==> config.mk <==
export PLATFORM = sky130hd
export DESIGN_NAME = source_token_scanner
export DESIGN_NICKNAME = d
export VERILOG_FILES = /design/src/hw/rtl/sts_pkg.sv /design/src/hw/rtl/source_token_scanner.sv
export SDC_FILE = /design/constraint.sdc
export NUM_CORES = 1
export LEC_CHECK = 0
export BUFFER_PORTS_ARGS = -buffer_cell sky130_fd_sc_hd__buf_4
export CORE_MARGIN = 2
export CORE_UTILIZATION = 50
export CTS_BUF_LIST = sky130_fd_sc_hd__clkbuf_2 sky130_fd_sc_hd__clkbuf_4 sky130_fd_sc_hd__clkbuf_8
export DETAILED_ROUTE_END_ITERATION = 8
export HOLD_SLACK_MARGIN = 0.06
export MAX_ROUTING_LAYER = met4
export PLACE_DENSITY = 0.81
export SETUP_SLACK_MARGIN = 0.1
export SLEW_MARGIN = 20
export SYNTH_ARGS = -nofsm -noshare
export SYNTH_HDL_FRONTEND = slang
export SYNTH_SLANG_ARGS = --single-unit
export TNS_END_PERCENT = 20
==> constraint.sdc <==
create_clock -name clock -period 7.76 [get_ports clock]
set_clock_uncertainty 0.05 [all_clocks]
set_input_delay 0.776 -clock clock [delete_from_list [all_inputs] [get_ports clock]]
set_output_delay 0.776 -clock clock [all_outputs]
set_load 0.02 [all_outputs]
==> src/hw/rtl/sts_pkg.sv <==
// sts_pkg: token codes, error codes, scan modes and keyword table for the
// source token scanner. No dependencies.

package sts_pkg;

   localparam int TOKEN_W = 6;
   localparam int ERROR_W = 3;
   localparam int LINE_W  = 16;
   localparam int LEN_W   = 16;
   localparam int KIND_W  = 2;
   localparam int BYTE_W  = 8;
   localparam int MAX_RESULTS = 3;

   // input item kinds
   localparam logic [KIND_W-1:0] KIND_BYTE = 2'd0;
   localparam logic [KIND_W-1:0] KIND_LAST = 2'd1;
   localparam logic [KIND_W-1:0] KIND_END  = 2'd2;

   // token types
   localparam logic [TOKEN_W-1:0] TT_LPAREN        = 6'd0;
   localparam logic [TOKEN_W-1:0] TT_RPAREN        = 6'd1;
   localparam logic [TOKEN_W-1:0] TT_LBRACE        = 6'd2;
   localparam logic [TOKEN_W-1:0] TT_RBRACE        = 6'd3;
   localparam logic [TOKEN_W-1:0] TT_SEMICOLON     = 6'd4;
   localparam logic [TOKEN_W-1:0] TT_COMMA         = 6'd5;
   localparam logic [TOKEN_W-1:0] TT_DOT           = 6'd6;
   localparam logic [TOKEN_W-1:0] TT_MINUS         = 6'd7;
   localparam logic [TOKEN_W-1:0] TT_PLUS          = 6'd8;
   localparam logic [TOKEN_W-1:0] TT_STAR          = 6'd9;
   localparam logic [TOKEN_W-1:0] TT_SLASH         = 6'd10;
   localparam logic [TOKEN_W-1:0] TT_BANG          = 6'd11;
   localparam logic [TOKEN_W-1:0] TT_BANG_EQUAL    = 6'd12;
   localparam logic [TOKEN_W-1:0] TT_EQUAL         = 6'd13;
   localparam logic [TOKEN_W-1:0] TT_EQUAL_EQUAL   = 6'd14;
   localparam logic [TOKEN_W-1:0] TT_LESS          = 6'd15;
   localparam logic [TOKEN_W-1:0] TT_LESS_EQUAL    = 6'd16;
   localparam logic [TOKEN_W-1:0] TT_GREATER       = 6'd17;
   localparam logic [TOKEN_W-1:0] TT_GREATER_EQUAL = 6'd18;
   localparam logic [TOKEN_W-1:0] TT_AND           = 6'd19;
   localparam logic [TOKEN_W-1:0] TT_OR            = 6'd20;
   localparam logic [TOKEN_W-1:0] TT_INTEGER       = 6'd21;
   localparam logic [TOKEN_W-1:0] TT_FLOAT         = 6'd22;
   localparam logic [TOKEN_W-1:0] TT_CHAR          = 6'd23;
   localparam logic [TOKEN_W-1:0] TT_STRING        = 6'd24;
   localparam logic [TOKEN_W-1:0] TT_IDENT         = 6'd25;
   localparam logic [TOKEN_W-1:0] TT_KW0           = 6'd26;
   localparam logic [TOKEN_W-1:0] TT_EOF           = 6'd37;
   localparam logic [TOKEN_W-1:0] TT_ERROR         = 6'd38;

   // error kinds
   localparam logic [ERROR_W-1:0] ERR_NONE        = 3'd0;
   localparam logic [ERROR_W-1:0] ERR_LONE_AMP    = 3'd1;
   localparam logic [ERROR_W-1:0] ERR_LONE_PIPE   = 3'd2;
   localparam logic [ERROR_W-1:0] ERR_UNEXPECTED  = 3'd3;
   localparam logic [ERROR_W-1:0] ERR_BAD_ESCAPE  = 3'd4;
   localparam logic [ERROR_W-1:0] ERR_OPEN_CHAR   = 3'd5;
   localparam logic [ERROR_W-1:0] ERR_OPEN_STRING = 3'd6;

   typedef enum logic [4:0] {
      MODE_IDLE,
      MODE_SLASH,
      MODE_COMMENT,
      MODE_BANG,
      MODE_EQ,
      MODE_LT,
      MODE_GT,
      MODE_AMP,
      MODE_PIPE,
      MODE_INT,
      MODE_FRAC,
      MODE_IDENT,
      MODE_CH_OPEN,
      MODE_CH_ESC,
      MODE_CH_CLOSE,
      MODE_STR
   } mode_type;

   // keywords, left aligned: first character in the top byte
   localparam int KW_COUNT   = 11;
   localparam int KW_MAX_LEN = 6;

   localparam logic [KW_MAX_LEN-1:0][7:0] KW_TEXT [KW_COUNT] = '{
      {"class", 8'h00},
      {"else", 16'h0000},
      {"false", 8'h00},
      {"for", 24'h000000},
      {"if", 32'h00000000},
      "return",
      {"super", 8'h00},
      {"this", 16'h0000},
      {"true", 16'h0000},
      {"var", 24'h000000},
      {"while", 8'h00}
   };

   localparam logic [2:0] KW_LEN [KW_COUNT] = '{
      3'd5, 3'd4, 3'd5, 3'd3, 3'd2, 3'd6, 3'd5, 3'd4, 3'd4, 3'd3, 3'd5
   };

   typedef struct packed {
      logic                 vld;
      logic [TOKEN_W-1:0]   ttype;
      logic [ERROR_W-1:0]   err;
      logic [LEN_W-1:0]     len;
      logic [LINE_W-1:0]    line;
   } tok_type;

endpackage

==> src/hw/rtl/source_token_scanner.sv <==
// source_token_scanner: streaming scanner from source bytes to tokens.
// Depends on sts_pkg for token codes, scan modes and the keyword table.
//
// A byte is taken per cycle if items yield at most one token and rsp_tready is
// high. Each item is held in an input register, scanned by one pass of logic
// against the scan state, and its tokens (zero to three) leave through a
// registered output one per cycle while not stalled; a new item is accepted in
// the cycle the previous one hands over its last token. The output register
// decouples the sides: the next item is taken while a token still waits for
// rsp_tready. Kind 1 closes the input after the byte, kind 2 (or 3) closes it
// without a byte; both end with an EoF token. last marks an item's last token.

module source_token_scanner #(
   parameter int KEYWORD_CHARS = 6
) (
   input  logic        clock,
   input  logic        reset,
   input  logic        req_tvalid,
   output logic        req_tready,
   input  logic [7:0]  req_tdata,   // byte_req
   input  logic [1:0]  req_tuser,   // kind
   output logic        rsp_tvalid,
   input  logic        rsp_tready,
   output logic [31:0] rsp_tdata,   // line [15:0], token_length [31:16]
   output logic [8:0]  rsp_tuser,   // token_type [5:0], error_kind [8:6]
   output logic        rsp_tlast    // last_of_run
);

   localparam int IDW = $clog2(KEYWORD_CHARS + 1);
   localparam int IXW = $clog2(KEYWORD_CHARS);

   localparam logic [sts_pkg::LEN_W-1:0]  LEN_MAX  = '1;
   localparam logic [sts_pkg::LINE_W-1:0] LINE_MAX = '1;

   function automatic logic [sts_pkg::LEN_W-1:0] len_inc(
      input logic [sts_pkg::LEN_W-1:0] v);
      return (v == LEN_MAX) ? v : v + 1'b1;
   endfunction

   function automatic logic [sts_pkg::LINE_W-1:0] line_inc(
      input logic [sts_pkg::LINE_W-1:0] v);
      return (v == LINE_MAX) ? v : v + 1'b1;
   endfunction

   function automatic logic [sts_pkg::TOKEN_W-1:0] ident_kind(
      input logic [sts_pkg::KW_MAX_LEN-1:0][7:0] chars,
      input logic [sts_pkg::LEN_W-1:0]           len);
      logic [sts_pkg::TOKEN_W-1:0] t;
      logic                        hit;
      t = sts_pkg::TT_IDENT;
      for (int i = sts_pkg::KW_COUNT - 1; i >= 0; i--) begin
         hit = (len == sts_pkg::LEN_W'(sts_pkg::KW_LEN[i]));
         for (int j = 0; j < sts_pkg::KW_MAX_LEN; j++) begin
            if ((j < int'(sts_pkg::KW_LEN[i])) &&
                (chars[j] != sts_pkg::KW_TEXT[i][sts_pkg::KW_MAX_LEN-1-j])) begin
               hit = 1'b0;
            end
         end
         if (hit) begin
            t = sts_pkg::TT_KW0 + sts_pkg::TOKEN_W'(i);
         end
      end
      return t;
   endfunction

   function automatic sts_pkg::tok_type make_tok(
      input logic [sts_pkg::TOKEN_W-1:0] ttype,
      input logic [sts_pkg::ERROR_W-1:0] err,
      input logic [sts_pkg::LEN_W-1:0]   len);
      sts_pkg::tok_type t;
      t.vld   = 1'b1;
      t.ttype = ttype;
      t.err   = err;
      t.len   = len;
      t.line  = '0;
      return t;
   endfunction

   // scan state
   sts_pkg::mode_type                mode_ff, mode_in;
   logic [sts_pkg::LEN_W-1:0]        len_ff, len_in;
   logic [sts_pkg::LINE_W-1:0]       line_ff, line_in;
   logic [IDW-1:0]                   idl_ff, idl_in;
   logic [KEYWORD_CHARS-1:0][7:0]    kw_ff, kw_in;

   // input register
   logic                             item_vld_ff, item_vld_in;
   logic [sts_pkg::KIND_W-1:0]       kind_ff;
   logic [sts_pkg::BYTE_W-1:0]       byte_ff;
   logic [1:0]                       idx_ff, idx_in;

   // output register
   logic                             rsp_vld_ff, rsp_vld_in;
   sts_pkg::tok_type                 rsp_tok_ff;
   logic                             rsp_last_ff;

   sts_pkg::tok_type                 cand [4];
   sts_pkg::tok_type                 res [sts_pkg::MAX_RESULTS];
   logic [1:0]                       res_n;
   logic                             rescan;
   logic                             has_byte;
   logic                             closing;
   logic [sts_pkg::BYTE_W-1:0]       c;
   logic [sts_pkg::TOKEN_W-1:0]      op_tok;
   logic                             out_free;
   logic                             step;
   logic                             done;

   // scan of one item
   always_comb begin
      mode_in  = mode_ff;
      len_in   = len_ff;
      line_in  = line_ff;
      idl_in   = idl_ff;
      kw_in    = kw_ff;
      rescan   = 1'b0;
      op_tok   = sts_pkg::TT_GREATER;
      c        = byte_ff;
      has_byte = !kind_ff[1];
      closing  = (kind_ff != sts_pkg::KIND_BYTE);
      for (int i = 0; i < 4; i++) begin
         cand[i] = '0;
      end

      // pending token
      if (has_byte) begin
         case (mode_ff)
            sts_pkg::MODE_IDLE: begin
               rescan = 1'b1;
            end
            sts_pkg::MODE_SLASH: begin
               if (c == "/") begin
                  mode_in = sts_pkg::MODE_COMMENT;
               end else begin
                  cand[0] = make_tok(sts_pkg::TT_SLASH, sts_pkg::ERR_NONE, 16'd1);
                  rescan  = 1'b1;
               end
            end
            sts_pkg::MODE_COMMENT: begin
               if (c == 8'h0A) begin
                  line_in = line_inc(line_ff);
                  mode_in = sts_pkg::MODE_IDLE;
               end
            end
            sts_pkg::MODE_BANG, sts_pkg::MODE_EQ, sts_pkg::MODE_LT, sts_pkg::MODE_GT: begin
               case (mode_ff)
                  sts_pkg::MODE_BANG: begin
                     op_tok = (c == "=") ? sts_pkg::TT_BANG_EQUAL : sts_pkg::TT_BANG;
                  end
                  sts_pkg::MODE_EQ: begin
                     op_tok = (c == "=") ? sts_pkg::TT_EQUAL_EQUAL : sts_pkg::TT_EQUAL;
                  end
                  sts_pkg::MODE_LT: begin
                     op_tok = (c == "=") ? sts_pkg::TT_LESS_EQUAL : sts_pkg::TT_LESS;
                  end
                  default: begin
                     op_tok = (c == "=") ? sts_pkg::TT_GREATER_EQUAL : sts_pkg::TT_GREATER;
                  end
               endcase
               if (c == "=") begin
                  cand[0] = make_tok(op_tok, sts_pkg::ERR_NONE, 16'd2);
                  mode_in = sts_pkg::MODE_IDLE;
               end else begin
                  cand[0] = make_tok(op_tok, sts_pkg::ERR_NONE, 16'd1);
                  rescan  = 1'b1;
               end
            end
            sts_pkg::MODE_AMP: begin
               if (c == "&") begin
                  cand[0] = make_tok(sts_pkg::TT_AND, sts_pkg::ERR_NONE, 16'd2);
                  mode_in = sts_pkg::MODE_IDLE;
               end else begin
                  cand[0] = make_tok(sts_pkg::TT_ERROR, sts_pkg::ERR_LONE_AMP, 16'd0);
                  rescan  = 1'b1;
               end
            end
            sts_pkg::MODE_PIPE: begin
               if (c == "|") begin
                  cand[0] = make_tok(sts_pkg::TT_OR, sts_pkg::ERR_NONE, 16'd2);
                  mode_in = sts_pkg::MODE_IDLE;
               end else begin
                  cand[0] = make_tok(sts_pkg::TT_ERROR, sts_pkg::ERR_LONE_PIPE, 16'd0);
                  rescan  = 1'b1;
               end
            end
            sts_pkg::MODE_INT: begin
               if (c inside {["0":"9"]}) begin
                  len_in = len_inc(len_ff);
               end else if (c == ".") begin
                  len_in  = len_inc(len_ff);
                  mode_in = sts_pkg::MODE_FRAC;
               end else begin
                  cand[0] = make_tok(sts_pkg::TT_INTEGER, sts_pkg::ERR_NONE, len_ff);
                  rescan  = 1'b1;
               end
            end
            sts_pkg::MODE_FRAC: begin
               if (c inside {["0":"9"]}) begin
                  len_in = len_inc(len_ff);
               end else begin
                  cand[0] = make_tok(sts_pkg::TT_FLOAT, sts_pkg::ERR_NONE, len_ff);
                  rescan  = 1'b1;
               end
            end
            sts_pkg::MODE_IDENT: begin
               if (c inside {["0":"9"], ["a":"z"], ["A":"Z"], "_"}) begin
                  len_in = len_inc(len_ff);
                  if (idl_ff < IDW'(KEYWORD_CHARS)) begin
                     kw_in[idl_ff[IXW-1:0]] = c;
                     idl_in = idl_ff + 1'b1;
                  end
               end else begin
                  cand[0] = make_tok(ident_kind(kw_ff[sts_pkg::KW_MAX_LEN-1:0], len_ff),
                                     sts_pkg::ERR_NONE, len_ff);
                  rescan  = 1'b1;
               end
            end
            sts_pkg::MODE_CH_OPEN: begin
               len_in  = len_inc(len_ff);
               mode_in = (c == "\\") ? sts_pkg::MODE_CH_ESC : sts_pkg::MODE_CH_CLOSE;
            end
            sts_pkg::MODE_CH_ESC: begin
               if (c inside {"\\", "n", "r", "0", "'", "\""}) begin
                  len_in  = len_inc(len_ff);
                  mode_in = sts_pkg::MODE_CH_CLOSE;
               end else begin
                  cand[0] = make_tok(sts_pkg::TT_ERROR, sts_pkg::ERR_BAD_ESCAPE, 16'd0);
                  rescan  = 1'b1;
               end
            end
            sts_pkg::MODE_CH_CLOSE: begin
               if (c == "'") begin
                  len_in  = len_inc(len_ff);
                  cand[0] = make_tok(sts_pkg::TT_CHAR, sts_pkg::ERR_NONE, len_in);
                  mode_in = sts_pkg::MODE_IDLE;
               end else begin
                  cand[0] = make_tok(sts_pkg::TT_ERROR, sts_pkg::ERR_OPEN_CHAR, 16'd0);
                  rescan  = 1'b1;
               end
            end
            sts_pkg::MODE_STR: begin
               len_in = len_inc(len_ff);
               if (c == 8'h0A) begin
                  line_in = line_inc(line_ff);
               end
               if (c == "\"") begin
                  cand[0] = make_tok(sts_pkg::TT_STRING, sts_pkg::ERR_NONE, len_in);
                  mode_in = sts_pkg::MODE_IDLE;
               end
            end
            default: begin
               rescan = 1'b1;
            end
         endcase
      end

      // byte seen from idle
      if (rescan) begin
         mode_in = sts_pkg::MODE_IDLE;
         if (c inside {["0":"9"]}) begin
            mode_in = sts_pkg::MODE_INT;
            len_in  = 16'd1;
         end else if (c inside {["a":"z"], ["A":"Z"], "_"}) begin
            mode_in  = sts_pkg::MODE_IDENT;
            len_in   = 16'd1;
            kw_in[0] = c;
            idl_in   = IDW'(1);
         end else begin
            case (c)
               8'h20, 8'h0D, 8'h09: begin
               end
               8'h0A: line_in = line_inc(line_ff);
               "(": cand[1] = make_tok(sts_pkg::TT_LPAREN, sts_pkg::ERR_NONE, 16'd1);
               ")": cand[1] = make_tok(sts_pkg::TT_RPAREN, sts_pkg::ERR_NONE, 16'd1);
               "{": cand[1] = make_tok(sts_pkg::TT_LBRACE, sts_pkg::ERR_NONE, 16'd1);
               "}": cand[1] = make_tok(sts_pkg::TT_RBRACE, sts_pkg::ERR_NONE, 16'd1);
               ";": cand[1] = make_tok(sts_pkg::TT_SEMICOLON, sts_pkg::ERR_NONE, 16'd1);
               ",": cand[1] = make_tok(sts_pkg::TT_COMMA, sts_pkg::ERR_NONE, 16'd1);
               ".": cand[1] = make_tok(sts_pkg::TT_DOT, sts_pkg::ERR_NONE, 16'd1);
               "-": cand[1] = make_tok(sts_pkg::TT_MINUS, sts_pkg::ERR_NONE, 16'd1);
               "+": cand[1] = make_tok(sts_pkg::TT_PLUS, sts_pkg::ERR_NONE, 16'd1);
               "*": cand[1] = make_tok(sts_pkg::TT_STAR, sts_pkg::ERR_NONE, 16'd1);
               "/": begin
                  mode_in = sts_pkg::MODE_SLASH;
                  len_in  = 16'd1;
               end
               "!": begin
                  mode_in = sts_pkg::MODE_BANG;
                  len_in  = 16'd1;
               end
               "=": begin
                  mode_in = sts_pkg::MODE_EQ;
                  len_in  = 16'd1;
               end
               "<": begin
                  mode_in = sts_pkg::MODE_LT;
                  len_in  = 16'd1;
               end
               ">": begin
                  mode_in = sts_pkg::MODE_GT;
                  len_in  = 16'd1;
               end
               "&": begin
                  mode_in = sts_pkg::MODE_AMP;
                  len_in  = 16'd1;
               end
               "|": begin
                  mode_in = sts_pkg::MODE_PIPE;
                  len_in  = 16'd1;
               end
               "'": begin
                  mode_in = sts_pkg::MODE_CH_OPEN;
                  len_in  = 16'd1;
               end
               "\"": begin
                  mode_in = sts_pkg::MODE_STR;
                  len_in  = 16'd1;
               end
               default: cand[1] = make_tok(sts_pkg::TT_ERROR, sts_pkg::ERR_UNEXPECTED, 16'd0);
            endcase
         end
      end

      // end of input closes what is pending
      if (closing) begin
         case (mode_in)
            sts_pkg::MODE_SLASH:
               cand[2] = make_tok(sts_pkg::TT_SLASH, sts_pkg::ERR_NONE, 16'd1);
            sts_pkg::MODE_BANG:
               cand[2] = make_tok(sts_pkg::TT_BANG, sts_pkg::ERR_NONE, 16'd1);
            sts_pkg::MODE_EQ:
               cand[2] = make_tok(sts_pkg::TT_EQUAL, sts_pkg::ERR_NONE, 16'd1);
            sts_pkg::MODE_LT:
               cand[2] = make_tok(sts_pkg::TT_LESS, sts_pkg::ERR_NONE, 16'd1);
            sts_pkg::MODE_GT:
               cand[2] = make_tok(sts_pkg::TT_GREATER, sts_pkg::ERR_NONE, 16'd1);
            sts_pkg::MODE_AMP:
               cand[2] = make_tok(sts_pkg::TT_ERROR, sts_pkg::ERR_LONE_AMP, 16'd0);
            sts_pkg::MODE_PIPE:
               cand[2] = make_tok(sts_pkg::TT_ERROR, sts_pkg::ERR_LONE_PIPE, 16'd0);
            sts_pkg::MODE_INT:
               cand[2] = make_tok(sts_pkg::TT_INTEGER, sts_pkg::ERR_NONE, len_in);
            sts_pkg::MODE_FRAC:
               cand[2] = make_tok(sts_pkg::TT_FLOAT, sts_pkg::ERR_NONE, len_in);
            sts_pkg::MODE_IDENT:
               cand[2] = make_tok(ident_kind(kw_in[sts_pkg::KW_MAX_LEN-1:0], len_in),
                                  sts_pkg::ERR_NONE, len_in);
            sts_pkg::MODE_CH_OPEN, sts_pkg::MODE_CH_CLOSE:
               cand[2] = make_tok(sts_pkg::TT_ERROR, sts_pkg::ERR_OPEN_CHAR, 16'd0);
            sts_pkg::MODE_CH_ESC:
               cand[2] = make_tok(sts_pkg::TT_ERROR, sts_pkg::ERR_BAD_ESCAPE, 16'd0);
            sts_pkg::MODE_STR:
               cand[2] = make_tok(sts_pkg::TT_ERROR, sts_pkg::ERR_OPEN_STRING, 16'd0);
            default: begin
            end
         endcase
         cand[3] = make_tok(sts_pkg::TT_EOF, sts_pkg::ERR_NONE, 16'd0);
         mode_in = sts_pkg::MODE_IDLE;
      end

      cand[0].line = line_ff;
      cand[1].line = line_ff;
      cand[2].line = line_in;
      cand[3].line = line_in;
   end

   // compact to at most three results
   always_comb begin
      res_n = 2'd0;
      for (int i = 0; i < sts_pkg::MAX_RESULTS; i++) begin
         res[i] = '0;
      end
      for (int i = 0; i < 4; i++) begin
         if (cand[i].vld && (res_n != 2'd3)) begin
            res[res_n] = cand[i];
            res_n      = res_n + 2'd1;
         end
      end
   end

   // handshake and sequencing
   always_comb begin
      out_free    = !rsp_vld_ff || rsp_tready;
      step        = item_vld_ff && ((res_n == 2'd0) || out_free);
      done        = step && ((res_n == 2'd0) || (idx_ff == res_n - 2'd1));
      req_tready  = !item_vld_ff || done;
      item_vld_in = req_tvalid ? 1'b1 : (item_vld_ff && !done);
      idx_in      = done ? 2'd0 : (step ? idx_ff + 2'd1 : idx_ff);
      rsp_vld_in  = (step && (res_n != 2'd0)) ? 1'b1 : (rsp_vld_ff && !rsp_tready);
   end

   always_ff @(posedge clock) begin
      if (reset) begin
         mode_ff     <= sts_pkg::MODE_IDLE;
         len_ff      <= '0;
         line_ff     <= 16'd1;
         idl_ff      <= '0;
         item_vld_ff <= 1'b0;
         idx_ff      <= 2'd0;
         rsp_vld_ff  <= 1'b0;
      end else begin
         if (done) begin
            mode_ff <= mode_in;
            len_ff  <= len_in;
            line_ff <= line_in;
            idl_ff  <= idl_in;
         end
         if (req_tready) begin
            item_vld_ff <= item_vld_in;
         end
         idx_ff     <= idx_in;
         rsp_vld_ff <= rsp_vld_in;
      end
   end

   always_ff @(posedge clock) begin
      if (done) begin
         kw_ff <= kw_in;
      end
      if (req_tvalid && req_tready) begin
         kind_ff <= req_tuser;
         byte_ff <= req_tdata;
      end
      if (step && (res_n != 2'd0)) begin
         rsp_tok_ff  <= res[idx_ff];
         rsp_last_ff <= (idx_ff == res_n - 2'd1);
      end
   end

   assign rsp_tvalid = rsp_vld_ff;
   assign rsp_tdata  = {rsp_tok_ff.len, rsp_tok_ff.line};
   assign rsp_tuser  = {rsp_tok_ff.err, rsp_tok_ff.ttype};
   assign rsp_tlast  = rsp_last_ff;

endmodule

==> metrics.md <==
| Metric | Value |
|---|---|
| Status | `finished, final reports clean` |
| Slowest library cell on the worst path | `edfxtp_1` |
| GRT Max-Usage Layer | `met2` |
| Met1 usage | `0.479` |
| CP required | `6.93 ns` |
| First-pass GRT wire length | `72.8 mm` |
| Die Ht | `162 um` |
| Total CTS buffers | `17` |
| Slew Limit Fails | `0` |
| I/O pins | `58` |
| Max-cap violations | `0` |
| Worst hold slack | `0.404 ns` |
| Detail Placement HPWL | `35.2 mm` |
| Syn nets | `1612` |
| Post-synth EDFFs | `100` |
| Yosys Warn Count | `0` |
| Residual DRC count | `0` |
| Total GRT Usage | `0.368` |
| Total number of vias | `13600` |
| Placed Area | `13500 um2` |
| Post-synth top area share | `0.239` |
| Post-Route WL | `47.4 mm` |
| Fin crit share | `0.955` |
| Top fanout value on the critical path | `22` |
| Total Neg Setup Slack | `0 ns` |
| CTS tree | `done` |
| Number of global-route vias before repair | `12500` |
| Met3 usage | `0.0761` |
| Row count | `58` |
| Largest area contributor in the netlist | `edfxtp_1` |
| CTS HTree Levels | `4` |
| Least-Margin Pin Slew | `1.18 ns` |
| Synth unique cells | `105` |
| Die width | `162 um` |
| Post-Syn Area per Cell | `7.93 um2` |
| Clk_lat worst skew | `0.49 ns` |
| Area growth syn-to-layout | `12.3%` |
| Max Clk Rate | `135 MHz` |
| Setup CP Type | `reg -> out` |
| Filler cells | `2337` |
| M2 GR Usage | `0.564` |
| IO buf count | `57` |
| Most frequent cell after synthesis | `nand2_1` |
| Worst path max stage delay | `0.51 ns` |
| Largest cells by area after synthesis | `edfxtp_1, dfxtp_1, nand2_1` |
| Via-to-Cell Ratio | `6.91` |
| Syn Inst Count | `1584` |
| Clock slew at reported path FFs | `0.11 ns` |
| Final hold vios | `0` |
| DRT Pass-1 Iters | `7` |
| Pleak | `4.69 nW` |
| CTS max path bufs | `2` |
| DRT iter0 DRCs | `2001` |
| Synth cell count leaders | `nand2_1, nor2_1, edfxtp_1` |
| Area of the core | `24900 um2` |
| Synthesized area | `12600 um2` |
| ANT cells | `0` |
| Sequential element share of the synthesized area | `0.309` |
| Prevailing post-synth register cell | `edfxtp_1` |
| Largest net degree at the start of global routing | `55` |
| WL/cell | `24.1 um` |
| Sink Count | `144` |
| Max rail drop VDD | `0.000104 V` |
| Final setup fails | `0` |
| Routability congestion estimate | `1.11` |
| Initial antenna violation count | `0` |
| Overflow after GRT | `0` |
| ANT nets after route | `0` |
| Critical path arrival | `6.58 ns` |
| DIE AREA | `26400 um2` |
| Worst path most repeated cell | `buf_4` |
| Post-layout power | `2.49 mW` |
| Hold crit path type | `in -> reg` |
| RSZ-0062 raised after global routing | `false` |
| CP endpoint kind | `primary output` |
| Initial core utilization | `0.505` |
| Share of post-route cells with drive strength above 1 | `0.164` |
| Root Buffer | `clkbuf_8` |
| Max_slew headroom | `0.208` |
| Minimum clock period | `7.41 ns` |
| Synth Register Bits | `144` |
| Final core utilization | `0.566` |
| Cell Pwr Density | `177 nW/um2` |
| Async set or reset register ratio after synthesis | `0` |
| CP Launch Type | `flop` |
| Final instance area | `14100 um2` |
| Reg2Reg Setup Slack | `0.82 ns` |
| Nets | `1655` |
-- stage by stage --
step	instances	worst slack, ns
after floorplan	1584	0.171
after global placement	1927	0.539
after detailed placement	1927	0.240
after CTS	1963	0.156
after global routing	1970	0.123
final	1970	0.351
-- worst max-delay path: cells and delay by family, from the launching register on --
family / cells / cell delay (ns)
simple gates: 11 / 1.81
compound gates: 9 / 2.17
flops: 1 / 0.51
buf+inv: 5 / 0.87
fa+ha+maj: 3 / 0.74
-- flip-flops by register name, summed over array words and instances, names as in the netlist, 3 cells and up --
| signal | count |
|---|---|
| kw_ff | 48 |
| rsp_tdata | 32 |
| len_ff | 16 |
| line_ff | 16 |
| rsp_tuser | 9 |
| byte_ff | 8 |
| mode_ff | 5 |
| idl_ff | 3 |
-- logic make-up after synthesis --
group / count (synthesis) / share of synthesized area
AND/OR/NAND/NOR: 739 / 0.310
AO/OA/AOI/OAI: 445 / 0.245
buffers and inverters: 158 / 0.0538
flip-flops: 144 / 0.309
multiplexers: 58 / 0.0496
XOR/XNOR: 26 / 0.0181
adder cells (fa/ha/maj): 14 / 0.0139
-- layout by cell type (no fill, tap or decap), types with 27 or more instances in the layout --
cell      instances
nand2_1         183
nor2_1          133
buf_4           133
edfxtp_1        100
a21oi_1          98
o21ai_0          91
nand3_1          74
nor3_1           71
dfxtp_1          42
inv_1            41
or3_1            32
and2_1           28
and3_1           28
mux2i_1          28
mux2_2           27
-- layout make-up --
cell class / count / area [um2] / area share
multi-input combinational: 1283 / 8170 / 0.580
sequential: 144 / 3890 / 0.276
timing repair buffer: 138 / 1070 / 0.0760
tap: 330 / 413 / 0.0293
clock buffer: 18 / 241 / 0.0171
inverter: 43 / 161 / 0.0114
clock inverter: 14 / 151 / 0.0107
-- where the power goes --
group	switching (mW)	internal, mW
Clock	0.370	0.270
Sequential	0.0451	0.918
Combinational	0.589	0.300
-- repair_timing --
item                       in CTS  in global routing
cloned                          1                  0
buffers inserted                3                  7
pin swaps                       3                  0
setup endpoints to repair       1                 58
hold buffers                    0                  0
gates resized for setup        10                 25
-- worst paths after layout --
check | from | endpoint | depth (start not counted)
min | req_tuser[1] | kind_ff[1] | 1
max reg2reg | byte_ff[4] | line_ff[12] | 31
min reg2reg | rsp_tvalid | rsp_tvalid | 2
max | byte_ff[4] | req_tready | 28
-- per-layer routing --
layer	vias to the layer above	wire length, um
li1	6127	-
met1	6414	19000
met2	885	21000
met3	191	5160
met4	0	2250
met5	-	0
Note: power is estimated with default switching activity, not from simulation.
